## src/rtl/core/slcg_pkg.sv

```systemverilog
// Shared types and constants for the shuffled LCG random generator.
// Used by every module under rtl/core; depends on nothing.
`timescale 1ns / 1ps
`default_nettype none

package slcg_pkg;

   // Value and field widths
   localparam int VAL_W  = 20;
   localparam int SEED_W = 21;
   localparam int MUL_W  = 11;
   localparam int PROD_W = 30;
   localparam int QUO_W  = 11;

   // Generator step: x' = (LCG_MUL * x + LCG_INC) mod LCG_MOD
   localparam logic [VAL_W-1:0] LCG_MOD = 20'd714025;
   localparam logic [MUL_W-1:0] LCG_MUL = 11'd1366;
   localparam logic [VAL_W-1:0] LCG_INC = 20'd150889;

   // floor(v / LCG_MOD) ~= (v * RECIP) >> RECIP_SHIFT, high by at most one for v < 2**30
   localparam int RECIP_SHIFT = 30;
   localparam int RECIP_W     = 11;
   localparam logic [RECIP_W-1:0] RECIP = 11'd1504;

   localparam int DEFAULT_TABLE_DEPTH = 97;

   // Command queue between front and back
   localparam int QUEUE_DEPTH = 2;
   localparam int QPTR_W      = (QUEUE_DEPTH > 1) ? $clog2(QUEUE_DEPTH) : 1;
   localparam int QCNT_W      = $clog2(QUEUE_DEPTH + 1);

   typedef struct packed {
      logic             reseed;
      logic [VAL_W-1:0] seed_state;
   } slcg_cmd_type;

   typedef struct packed {
      logic             done;
      logic [QUO_W-1:0] quo;
      logic [VAL_W-1:0] rem;
   } slcg_dm_type;

   typedef enum logic [2:0] {
      ST_IDLE,
      ST_FILL_ISSUE,
      ST_FILL_WAIT,
      ST_SLOT_ISSUE,
      ST_SLOT_WAIT,
      ST_GEN_ISSUE,
      ST_GEN_WAIT,
      ST_PUSH
   } slcg_state_type;

endpackage

`default_nettype wire

```

## src/rtl/core/slcg_divmod.sv

```systemverilog
// Three-stage multiply-add and divide by the generator modulus.
// Computes v = a*b + c, then quotient and remainder of v / 714025. Uses slcg_pkg.
`timescale 1ns / 1ps
`default_nettype none

module slcg_divmod
   import slcg_pkg::*;
(
   input  wire logic             clock,
   input  wire logic             reset,
   input  wire logic             issue,
   input  wire logic [VAL_W-1:0] op_a,
   input  wire logic [MUL_W-1:0] op_b,
   input  wire logic [VAL_W-1:0] op_c,
   output slcg_dm_type           result
);

   logic [2:0]               vld_ff;
   logic [VAL_W+MUL_W-1:0]   prod;
   logic [PROD_W-1:0]        v1_in, v1_ff, v2_ff;
   logic [PROD_W+RECIP_W-1:0] qprod;
   logic [QUO_W-1:0]         q_in, q_ff, q3_ff;
   logic [QUO_W+VAL_W-1:0]   mprod;
   logic [PROD_W+1:0]        diff;
   logic [VAL_W:0]           t_in, t_ff;
   logic                     neg;

   always_comb begin
      prod  = {{MUL_W{1'b0}}, op_a} * {{VAL_W{1'b0}}, op_b};
      v1_in = PROD_W'(prod + (VAL_W+MUL_W)'(op_c));
      qprod = {{RECIP_W{1'b0}}, v1_ff} * {{PROD_W{1'b0}}, RECIP};
      q_in  = qprod[RECIP_SHIFT +: QUO_W];
      mprod = {{VAL_W{1'b0}}, q_ff} * {{QUO_W{1'b0}}, LCG_MOD};
      diff  = {2'b00, v2_ff} - {1'b0, mprod};
      // estimate is exact or one high, so the difference lies in (-MOD, MOD)
      t_in  = diff[VAL_W:0];
   end

   always_ff @(posedge clock) begin
      if (reset) begin
         vld_ff <= '0;
      end else begin
         vld_ff <= {vld_ff[1:0], issue};
      end
   end

   always_ff @(posedge clock) begin
      v1_ff <= v1_in;
      v2_ff <= v1_ff;
      q_ff  <= q_in;
      q3_ff <= q_ff;
      t_ff  <= t_in;
   end

   always_comb begin
      neg         = t_ff[VAL_W];
      result.done = vld_ff[2];
      result.rem  = neg ? VAL_W'(t_ff + {1'b0, LCG_MOD}) : t_ff[VAL_W-1:0];
      result.quo  = neg ? QUO_W'(q3_ff - 1'b1) : q3_ff;
   end

   a_rem_in_range: assert property (@(posedge clock) disable iff (reset)
      result.done |-> (result.rem < LCG_MOD))
      else $error("divmod remainder not below modulus");

endmodule

`default_nettype wire

```

## src/rtl/core/slcg_queue.sv

```systemverilog
// Short command queue between the request front and the draw engine.
// Holds slcg_cmd_type entries; uses slcg_pkg.
`timescale 1ns / 1ps
`default_nettype none

module slcg_queue
   import slcg_pkg::*;
(
   input  wire logic   clock,
   input  wire logic   reset,
   input  wire logic   push,
   input  wire slcg_cmd_type push_cmd,
   output logic        full,
   input  wire logic   pop,
   output logic        head_valid,
   output slcg_cmd_type head_cmd
);

   slcg_cmd_type       entry_ff [QUEUE_DEPTH];
   logic [QPTR_W-1:0]  wr_ptr_ff, wr_ptr_in, rd_ptr_ff, rd_ptr_in;
   logic [QCNT_W-1:0]  count_ff, count_in;
   logic               do_push, do_pop;

   always_comb begin
      full       = (count_ff == QCNT_W'(QUEUE_DEPTH));
      head_valid = (count_ff != '0);
      head_cmd   = entry_ff[rd_ptr_ff];
      do_push    = push && !full;
      do_pop     = pop && head_valid;
      wr_ptr_in  = wr_ptr_ff;
      rd_ptr_in  = rd_ptr_ff;
      if (do_push) begin
         wr_ptr_in = (wr_ptr_ff == QPTR_W'(QUEUE_DEPTH - 1)) ? '0 : QPTR_W'(wr_ptr_ff + 1'b1);
      end
      if (do_pop) begin
         rd_ptr_in = (rd_ptr_ff == QPTR_W'(QUEUE_DEPTH - 1)) ? '0 : QPTR_W'(rd_ptr_ff + 1'b1);
      end
      count_in = count_ff;
      if (do_push && !do_pop) begin
         count_in = QCNT_W'(count_ff + 1'b1);
      end else if (do_pop && !do_push) begin
         count_in = QCNT_W'(count_ff - 1'b1);
      end
   end

   always_ff @(posedge clock) begin
      if (reset) begin
         wr_ptr_ff <= '0;
         rd_ptr_ff <= '0;
         count_ff  <= '0;
      end else begin
         wr_ptr_ff <= wr_ptr_in;
         rd_ptr_ff <= rd_ptr_in;
         count_ff  <= count_in;
      end
   end

   always_ff @(posedge clock) begin
      if (do_push) begin
         entry_ff[wr_ptr_ff] <= push_cmd;
      end
   end

   a_no_overflow: assert property (@(posedge clock) disable iff (reset)
      full |=> (count_ff != '0))
      else $error("queue lost entries while full");

   a_count_track: assert property (@(posedge clock) disable iff (reset)
      (do_push && !do_pop) |=> (count_ff == QCNT_W'($past(count_ff) + 1'b1)))
      else $error("queue count did not advance on push");

endmodule

`default_nettype wire

```

## src/rtl/core/slcg_front.sv

```systemverilog
// Request front: takes request beats, decides reseed versus draw, maps the seed.
// Feeds slcg_queue; uses slcg_pkg.
`timescale 1ns / 1ps
`default_nettype none

module slcg_front
   import slcg_pkg::*;
(
   input  wire logic              clock,
   input  wire logic              reset,
   input  wire logic              req_valid,
   output logic                   req_stall,
   input  wire logic              req_opcode,
   input  wire logic signed [SEED_W-1:0] req_seed,
   input  wire logic              q_full,
   output logic                   q_push,
   output slcg_cmd_type           q_cmd
);

   logic              seen_ff;
   logic [SEED_W:0]   diff;
   logic [SEED_W:0]   mag;
   logic [SEED_W-1:0] mag_lo;

   always_comb begin
      req_stall = q_full;
      q_push    = req_valid;
      // |(150889 - seed) rem 714025|: magnitude, then one conditional subtract
      diff   = {2'b00, LCG_INC} - {req_seed[SEED_W-1], req_seed};
      mag    = diff[SEED_W] ? (SEED_W+1)'(~diff + 1'b1) : diff;
      mag_lo = mag[SEED_W-1:0];
      q_cmd.seed_state = (mag_lo >= {1'b0, LCG_MOD}) ?
                         VAL_W'(mag_lo - {1'b0, LCG_MOD}) : mag_lo[VAL_W-1:0];
      // first beat after reset always seeds the table
      q_cmd.reseed = req_opcode || !seen_ff;
   end

   always_ff @(posedge clock) begin
      if (reset) begin
         seen_ff <= 1'b0;
      end else if (req_valid && !req_stall) begin
         seen_ff <= 1'b1;
      end
   end

endmodule

`default_nettype wire

```

## src/rtl/core/slcg_back.sv

```systemverilog
// Draw engine: fills the shuffle table, draws and refills one slot per command.
// Holds the shuffle memory and result register; uses slcg_pkg and slcg_divmod.
`timescale 1ns / 1ps
`default_nettype none

module slcg_back
   import slcg_pkg::*;
#(
   parameter int TABLE_DEPTH = DEFAULT_TABLE_DEPTH
)(
   input  wire logic        clock,
   input  wire logic        reset,
   input  wire logic        q_valid,
   input  wire slcg_cmd_type q_cmd,
   output logic             q_pop,
   output logic             rsp_valid,
   input  wire logic        rsp_stall,
   output logic [VAL_W-1:0] rsp_random_value
);

   localparam int SLOT_W = (TABLE_DEPTH > 1) ? $clog2(TABLE_DEPTH) : 1;
   localparam int CNT_W  = $clog2(TABLE_DEPTH + 1);
   localparam logic [CNT_W-1:0] CNT_END = CNT_W'(TABLE_DEPTH);
   localparam logic [QUO_W-1:0] DEPTH_Q = QUO_W'(TABLE_DEPTH);

   slcg_state_type     state_ff, state_in;
   slcg_dm_type        dm;
   logic               dm_issue, sel_slot;
   logic [VAL_W-1:0]   op_a, op_c;
   logic [MUL_W-1:0]   op_b;
   logic               mem_we, rsp_load;
   logic [SLOT_W-1:0]  wr_addr;
   logic [VAL_W-1:0]   mem [TABLE_DEPTH];
   logic [VAL_W-1:0]   rd_ff;
   logic [VAL_W-1:0]   gen_ff, gen_in, last_ff, last_in;
   logic [CNT_W-1:0]   cnt_ff, cnt_in;
   logic [SLOT_W-1:0]  slot_ff, slot_in;
   logic               rsp_valid_ff;
   logic [VAL_W-1:0]   rsp_value_ff;

   slcg_divmod u_divmod (
      .clock  (clock),
      .reset  (reset),
      .issue  (dm_issue),
      .op_a   (op_a),
      .op_b   (op_b),
      .op_c   (op_c),
      .result (dm)
   );

   // next state
   always_comb begin
      state_in = state_ff;
      unique case (state_ff)
         ST_IDLE: begin
            if (q_valid) begin
               state_in = q_cmd.reseed ? ST_FILL_ISSUE : ST_SLOT_ISSUE;
            end
         end
         ST_FILL_ISSUE: state_in = ST_FILL_WAIT;
         ST_FILL_WAIT: begin
            if (dm.done) begin
               state_in = (cnt_ff == CNT_END) ? ST_SLOT_ISSUE : ST_FILL_ISSUE;
            end
         end
         ST_SLOT_ISSUE: state_in = ST_SLOT_WAIT;
         ST_SLOT_WAIT: begin
            if (dm.done) begin
               state_in = ST_GEN_ISSUE;
            end
         end
         ST_GEN_ISSUE: state_in = ST_GEN_WAIT;
         ST_GEN_WAIT: begin
            if (dm.done) begin
               state_in = ST_PUSH;
            end
         end
         ST_PUSH: begin
            if (!rsp_valid_ff || !rsp_stall) begin
               state_in = ST_IDLE;
            end
         end
         default: state_in = ST_IDLE;
      endcase
   end

   // control outputs
   always_comb begin
      q_pop    = (state_ff == ST_IDLE) && q_valid;
      dm_issue = (state_ff == ST_FILL_ISSUE) || (state_ff == ST_SLOT_ISSUE) ||
                 (state_ff == ST_GEN_ISSUE);
      sel_slot = (state_ff == ST_SLOT_ISSUE);
      mem_we   = ((state_ff == ST_FILL_WAIT) && dm.done && (cnt_ff != CNT_END)) ||
                 ((state_ff == ST_GEN_WAIT) && dm.done);
      wr_addr  = (state_ff == ST_FILL_WAIT) ? cnt_ff[SLOT_W-1:0] : slot_ff;
      rsp_load = (state_ff == ST_PUSH) && (!rsp_valid_ff || !rsp_stall);
   end

   // datapath next values
   always_comb begin
      // slot = floor(depth * last / mod), or one generator step on gen
      op_a = sel_slot ? last_ff : gen_ff;
      op_b = sel_slot ? MUL_W'(TABLE_DEPTH) : LCG_MUL;
      op_c = sel_slot ? '0 : LCG_INC;

      slot_in = (dm.quo >= DEPTH_Q) ? SLOT_W'(TABLE_DEPTH - 1) : dm.quo[SLOT_W-1:0];

      gen_in  = gen_ff;
      last_in = last_ff;
      cnt_in  = cnt_ff;
      if (q_pop && q_cmd.reseed) begin
         gen_in = q_cmd.seed_state;
         cnt_in = '0;
      end
      if ((state_ff == ST_FILL_WAIT) && dm.done) begin
         gen_in = dm.rem;
         if (cnt_ff == CNT_END) begin
            last_in = dm.rem;
         end else begin
            cnt_in = CNT_W'(cnt_ff + 1'b1);
         end
      end
      if ((state_ff == ST_GEN_WAIT) && dm.done) begin
         gen_in  = dm.rem;
         last_in = rd_ff;
      end
   end

   always_ff @(posedge clock) begin
      if (reset) begin
         state_ff     <= ST_IDLE;
         rsp_valid_ff <= 1'b0;
         gen_ff       <= '0;
         last_ff      <= '0;
      end else begin
         state_ff <= state_in;
         gen_ff   <= gen_in;
         last_ff  <= last_in;
         if (rsp_load) begin
            rsp_valid_ff <= 1'b1;
         end else if (!rsp_stall) begin
            rsp_valid_ff <= 1'b0;
         end
      end
   end

   always_ff @(posedge clock) begin
      cnt_ff <= cnt_in;
      if ((state_ff == ST_SLOT_WAIT) && dm.done) begin
         slot_ff <= slot_in;
      end
      if (rsp_load) begin
         rsp_value_ff <= last_ff;
      end
   end

   // shuffle table: one write port, registered read of the chosen slot
   always_ff @(posedge clock) begin
      if (mem_we) begin
         mem[wr_addr] <= dm.rem;
      end
      rd_ff <= mem[slot_ff];
   end

   assign rsp_valid        = rsp_valid_ff;
   assign rsp_random_value = rsp_value_ff;

   a_divmod_latency: assert property (@(posedge clock) disable iff (reset)
      dm_issue |-> ##3 dm.done)
      else $error("divmod result not back after three cycles");

   a_write_in_table: assert property (@(posedge clock) disable iff (reset)
      mem_we |-> (32'(wr_addr) < TABLE_DEPTH))
      else $error("shuffle table write outside table");

   a_load_free: assert property (@(posedge clock) disable iff (reset)
      rsp_load |-> (!rsp_valid_ff || !rsp_stall))
      else $error("result register overwritten before taken");

endmodule

`default_nettype wire

```

## src/rtl/core/shuffled_lcg_random_generator_unit.sv

```systemverilog
// Top level of the Bays-Durham shuffled LCG random generator.
// Instantiates slcg_front, slcg_queue and slcg_back; uses slcg_pkg.
//
//   port group   dir   fields                      handshake
//   req_*        in    opcode[0], seed[20:0] s     req_valid / req_stall
//   rsp_*        out   random_value[19:0]          rsp_valid / rsp_stall
//
// A draw in the engine pops the command, makes two passes through the three-stage
// divide-by-714025 unit (slot pick, then the refill value) and pushes the result.
// A reseed first fills the table with TABLE_DEPTH + 1 passes, one generator step per pass.
// Reset is synchronous; the first beat after reset always reseeds the table.
// A two-beat queue keeps req_* open, until it fills, while the engine works or rsp_* is stalled.
`timescale 1ns / 1ps
`default_nettype none

module shuffled_lcg_random_generator_unit
   import slcg_pkg::*;
#(
   parameter int TABLE_DEPTH = DEFAULT_TABLE_DEPTH
)(
   input  wire logic                     clock,
   input  wire logic                     reset,
   input  wire logic                     req_valid,
   output logic                          req_stall,
   input  wire logic                     req_opcode,
   input  wire logic signed [SEED_W-1:0] req_seed,
   output logic                          rsp_valid,
   input  wire logic                     rsp_stall,
   output logic [VAL_W-1:0]              rsp_random_value
);

   logic         q_full, q_push, q_pop, q_valid;
   slcg_cmd_type push_cmd, head_cmd;

   slcg_front u_front (
      .clock      (clock),
      .reset      (reset),
      .req_valid  (req_valid),
      .req_stall  (req_stall),
      .req_opcode (req_opcode),
      .req_seed   (req_seed),
      .q_full     (q_full),
      .q_push     (q_push),
      .q_cmd      (push_cmd)
   );

   slcg_queue u_queue (
      .clock      (clock),
      .reset      (reset),
      .push       (q_push),
      .push_cmd   (push_cmd),
      .full       (q_full),
      .pop        (q_pop),
      .head_valid (q_valid),
      .head_cmd   (head_cmd)
   );

   slcg_back #(
      .TABLE_DEPTH (TABLE_DEPTH)
   ) u_back (
      .clock            (clock),
      .reset            (reset),
      .q_valid          (q_valid),
      .q_cmd            (head_cmd),
      .q_pop            (q_pop),
      .rsp_valid        (rsp_valid),
      .rsp_stall        (rsp_stall),
      .rsp_random_value (rsp_random_value)
   );

endmodule

`default_nettype wire

```

## config.mk

```make
export PLATFORM = sky130hd
export DESIGN_NAME = shuffled_lcg_random_generator_unit
export DESIGN_NICKNAME = d
export VERILOG_FILES = /design/src/rtl/core/slcg_pkg.sv /design/src/rtl/core/slcg_divmod.sv /design/src/rtl/core/slcg_queue.sv /design/src/rtl/core/slcg_front.sv /design/src/rtl/core/slcg_back.sv /design/src/rtl/core/shuffled_lcg_random_generator_unit.sv
export SDC_FILE = /design/constraint.sdc
export NUM_CORES = 2
export LEC_CHECK = 0
export BUFFER_PORTS_ARGS = -buffer_cell sky130_fd_sc_hd__buf_2
export CAP_MARGIN = 0
export CORE_ASPECT_RATIO = 1.4
export CORE_UTILIZATION = 64
export CTS_CLUSTER_DIAMETER = 120
export DETAILED_ROUTE_END_ITERATION = 6
export GPL_ROUTABILITY_DRIVEN = 1
export PLACE_DENSITY_LB_ADDON = 0.05
export SLEW_MARGIN = 20
export SYNTH_ARGS = -nofsm -noshare
export SYNTH_HDL_FRONTEND = slang
export SYNTH_SLANG_ARGS = --single-unit
```

## constraint.sdc

```tcl
create_clock -name clock -period 6.9 [get_ports clock]
set_input_delay 0.345 -clock clock [delete_from_list [all_inputs] [get_ports clock]]
set_output_delay 0.345 -clock clock [all_outputs]
set_load 0.03 [all_outputs]
```

==> impl_metrics.env <==
export IMPL_status="finished with violations"
export IMPL_violations="design-rule violations"
export IMPL_vias=49273
export IMPL_syn_to_final_growth_pct=10.56
export IMPL_required_ns=7.63
export IMPL_utilization=0.7158
export IMPL_worstMarginPinSlew_ns=1.117
export IMPL_synth_area_um2=96050
export IMPL_min_period_ns=6.085
export IMPL_io_buffers=47
export IMPL_htreeDepth=4
export IMPL_grt_ovfl_total=0
export IMPL_worstPathMaxFanout=22
export IMPL_gr_usage_all_layers=0.3167
export IMPL_clkTransAtPathRegs_ns=0.06
export IMPL_fin_crit_sh=0.8819
export IMPL_reg2reg_setup_slack_ns=0.81
export IMPL_max_cap_viol_count=0
export IMPL_slew_headroom=0.2553
export IMPL_die_w_um=329.4
export IMPL_drt_pass1_iter_count=7
export IMPL_syn_avg_cell_area_um2=18.23
export IMPL_critPathKind="reg -> reg"
export IMPL_clock_path_buffers=3
export IMPL_setup_violations_final=0
export IMPL_setup_worst_path_end_class="flip-flop"
export IMPL_multiInputGateArea_um2=30350
export IMPL_pin_count=48
export IMPL_ys_seq_elements=2183
export IMPL_synth_cell_types=87
export IMPL_synth_top_area_frac=0.6281
export IMPL_critPathBufInv=5
export IMPL_synth_largest_area_cell="edfxtp_1"
export IMPL_worstSkewPairLatency_ns=0.83
export IMPL_initial_core_util=0.6475
export IMPL_coreArea_um2=148400
export IMPL_cp_cell_sequence="nand2_1 > nor2_1 > inv_1 > buf_4 > and2_1 > or2_2 > ha_1 > fa_1 > fa_1 > fa_1 > inv_1 > fa_1 > inv_1 > ha_1 > a21o_1 > a21o_1 > a21o_1 > nand2_1 > inv_1 > a41oi_1 > a21oi_1 > a211o_1 > a21oi_1 > xnor2_1"
export IMPL_postCtsResizedCells=0
export IMPL_grt_pass1_wl_um=339600
export IMPL_fmax_ghz=0.1643
export IMPL_grt_max_degree=150
export IMPL_finalSetupTns_ns=0
export IMPL_syn_inst=5269
export IMPL_regArea_um2=63810
export IMPL_cts_inserted_buffers=195
export IMPL_synth_area_leaders="edfxtp_1, mux4_2, fa_1, dfxtp_1, ha_1"
export IMPL_cts_sink_count=2183
export IMPL_slew_violations=0
export IMPL_yosys_top_cells_count="edfxtp_1, mux4_2, inv_1"
export IMPL_rsz0062_at_grt="false"
export IMPL_viasPerCell=6.513
export IMPL_path_delay_family="adder cells"
export IMPL_place_gp_congestion=0.9114
export IMPL_wire_per_inst_um=30.71
export IMPL_ant_nets=0
export IMPL_nets=5970
export IMPL_ys_warnings_count=0
export IMPL_drive_above_1_share=0.2249
export IMPL_slowest_stage="fa_1"
export IMPL_finalHoldViolCount=0
export IMPL_seq_area_frac_synth=0.6643
export IMPL_drt_iter0_markers=4971
export IMPL_synth_edf_count=2009
export IMPL_rows=167
export IMPL_postCtsHoldBufs=3
export IMPL_cts_root_buf="clkbuf_16"
export IMPL_hp_class="in -> reg"
export IMPL_synth_most_common_cell="edfxtp_1"
export IMPL_critPathMaxStageDelay_ns=0.55
export IMPL_ys_async_sr_fraction=0
export IMPL_antenna_found_initial=7
export IMPL_die_h_um=460.4
export IMPL_routed_wl_um=232300
export IMPL_cts_setup_buffers=0
export IMPL_detailed_place_hpwl_um=144900
export IMPL_drc_errors=14
export IMPL_critPathLaunchType="flip-flop"
export IMPL_grt_pass1_vias=50520
export IMPL_ys_flop_type="edfxtp_1"
export IMPL_finClkSkew_ns=0.03832
export IMPL_crit_arrival_ns=6.82
export IMPL_fill_cells=9171
export IMPL_cts_tree="built"
export IMPL_fp_dieArea_um2=151700
==> metal layers <==
metal	global-route usage	vias to the layer above	wire length, um
li1	-	20823	-
met1	0.4077	25864	83850
met2	0.5321	2118	119200
met3	0.04529	462	16400
met4	0.1573	6	12800
met5	0	-	41
==> metrics by stage <==
| stage | worst slack (ns) | area [um2] | std cells | hold WS (ns) |
|---|---|---|---|---|
| global route | 0.4068 | 106200 | 7561 | 0.1223 |
| detailed placement | 0.8520 | 99680 | 7198 | 0.4287 |
| floorplan | 1.089 | 96090 | 5279 | 0.3745 |
| global placement | 0.9204 | 99640 | 7198 | 0.4202 |
| CTS | 0.8155 | 106000 | 7556 | 0.03257 |
| finish | 0.8147 | 106200 | 7565 | 0.07684 |
==> placed cells by master (no fill, tap or decap), drive strengths merged, types with 23 or more instances in the layout <==
master  count
nor2b      25
fa        227
clkbuf    244
ha        258
nand2     177
inv       442
nand2b     32
and3       25
mux2i      48
xnor2     103
o21ai      85
a21oi     132
clkinv     87
nor2      250
nand3      37
nor3       35
and2       27
a21o       26
buf       197
xor2       51
dfxtp     174
edfxtp   2009
mux4      620
a211oi     23
==> sequential cells by signal (all words and copies together), names as in the netlist, 2 cells and up, named ones only <==
name                     flops
u_back.cnt_ff                7
u_back.slot_ff               7
u_back.u_divmod.t_ff        21
u_back.u_divmod.vld_ff       3
u_queue.count_ff             2
u_back.gen_ff               20
u_back.mem                1940
u_back.u_divmod.v1_ff       30
u_back.rd_ff                20
u_back.u_divmod.v2_ff       21
u_back.u_divmod.q3_ff       11
u_queue.entry_ff            42
u_back.last_ff              20
u_back.u_divmod.q_ff        11
u_back.state_ff              3
u_back.rsp_random_value     20
==> tightest hold or removal path: cells and delay by family <==
kind                   cells  cell delay, ns
buffers and inverters      2            0.38
AND/OR/NAND/NOR            1            0.15
==> cell type report <==
cell class | instances | share of cell area
inverters | 444 | 0.01578
multi-input cells | 2435 | 0.2858
clock inverters | 111 | 0.01060
clock buffers | 244 | 0.04898
flip-flops and latches | 2183 | 0.6009
well taps | 1943 | 0.02289
diodes | 5 | 0.0001178
repair buffers | 200 | 0.01502
==> cell families (layout without fill, tap and decap cells) <==
kind of cell,after synthesis,count (layout),share of synthesized area
flops,2183,2183,0.6643
mux,689,689,0.1528
simple gates,671,671,0.03228
buf+inv,661,999,0.02617
fa+ha+maj,485,485,0.08092
compound gates,424,424,0.02936
xor+xnor,154,154,0.01404
other cells,2,17,0.00007818
==> final timing paths <==
check,startpoint,to,cells after the start
worst max-delay path,u_back.state_ff[0],u_back.u_divmod.v1_ff[28],24
worst max register to register,u_back.state_ff[0],u_back.u_divmod.v1_ff[28],24
worst min-delay path,reset,u_queue.wr_ptr_ff,3
worst min register to register,u_back.u_divmod.vld_ff[0],u_back.u_divmod.vld_ff[1],1
Power is left out: the tool's default activity adds up to more than one toggle a clock period on the data nets, which glitch-free logic cannot reach.
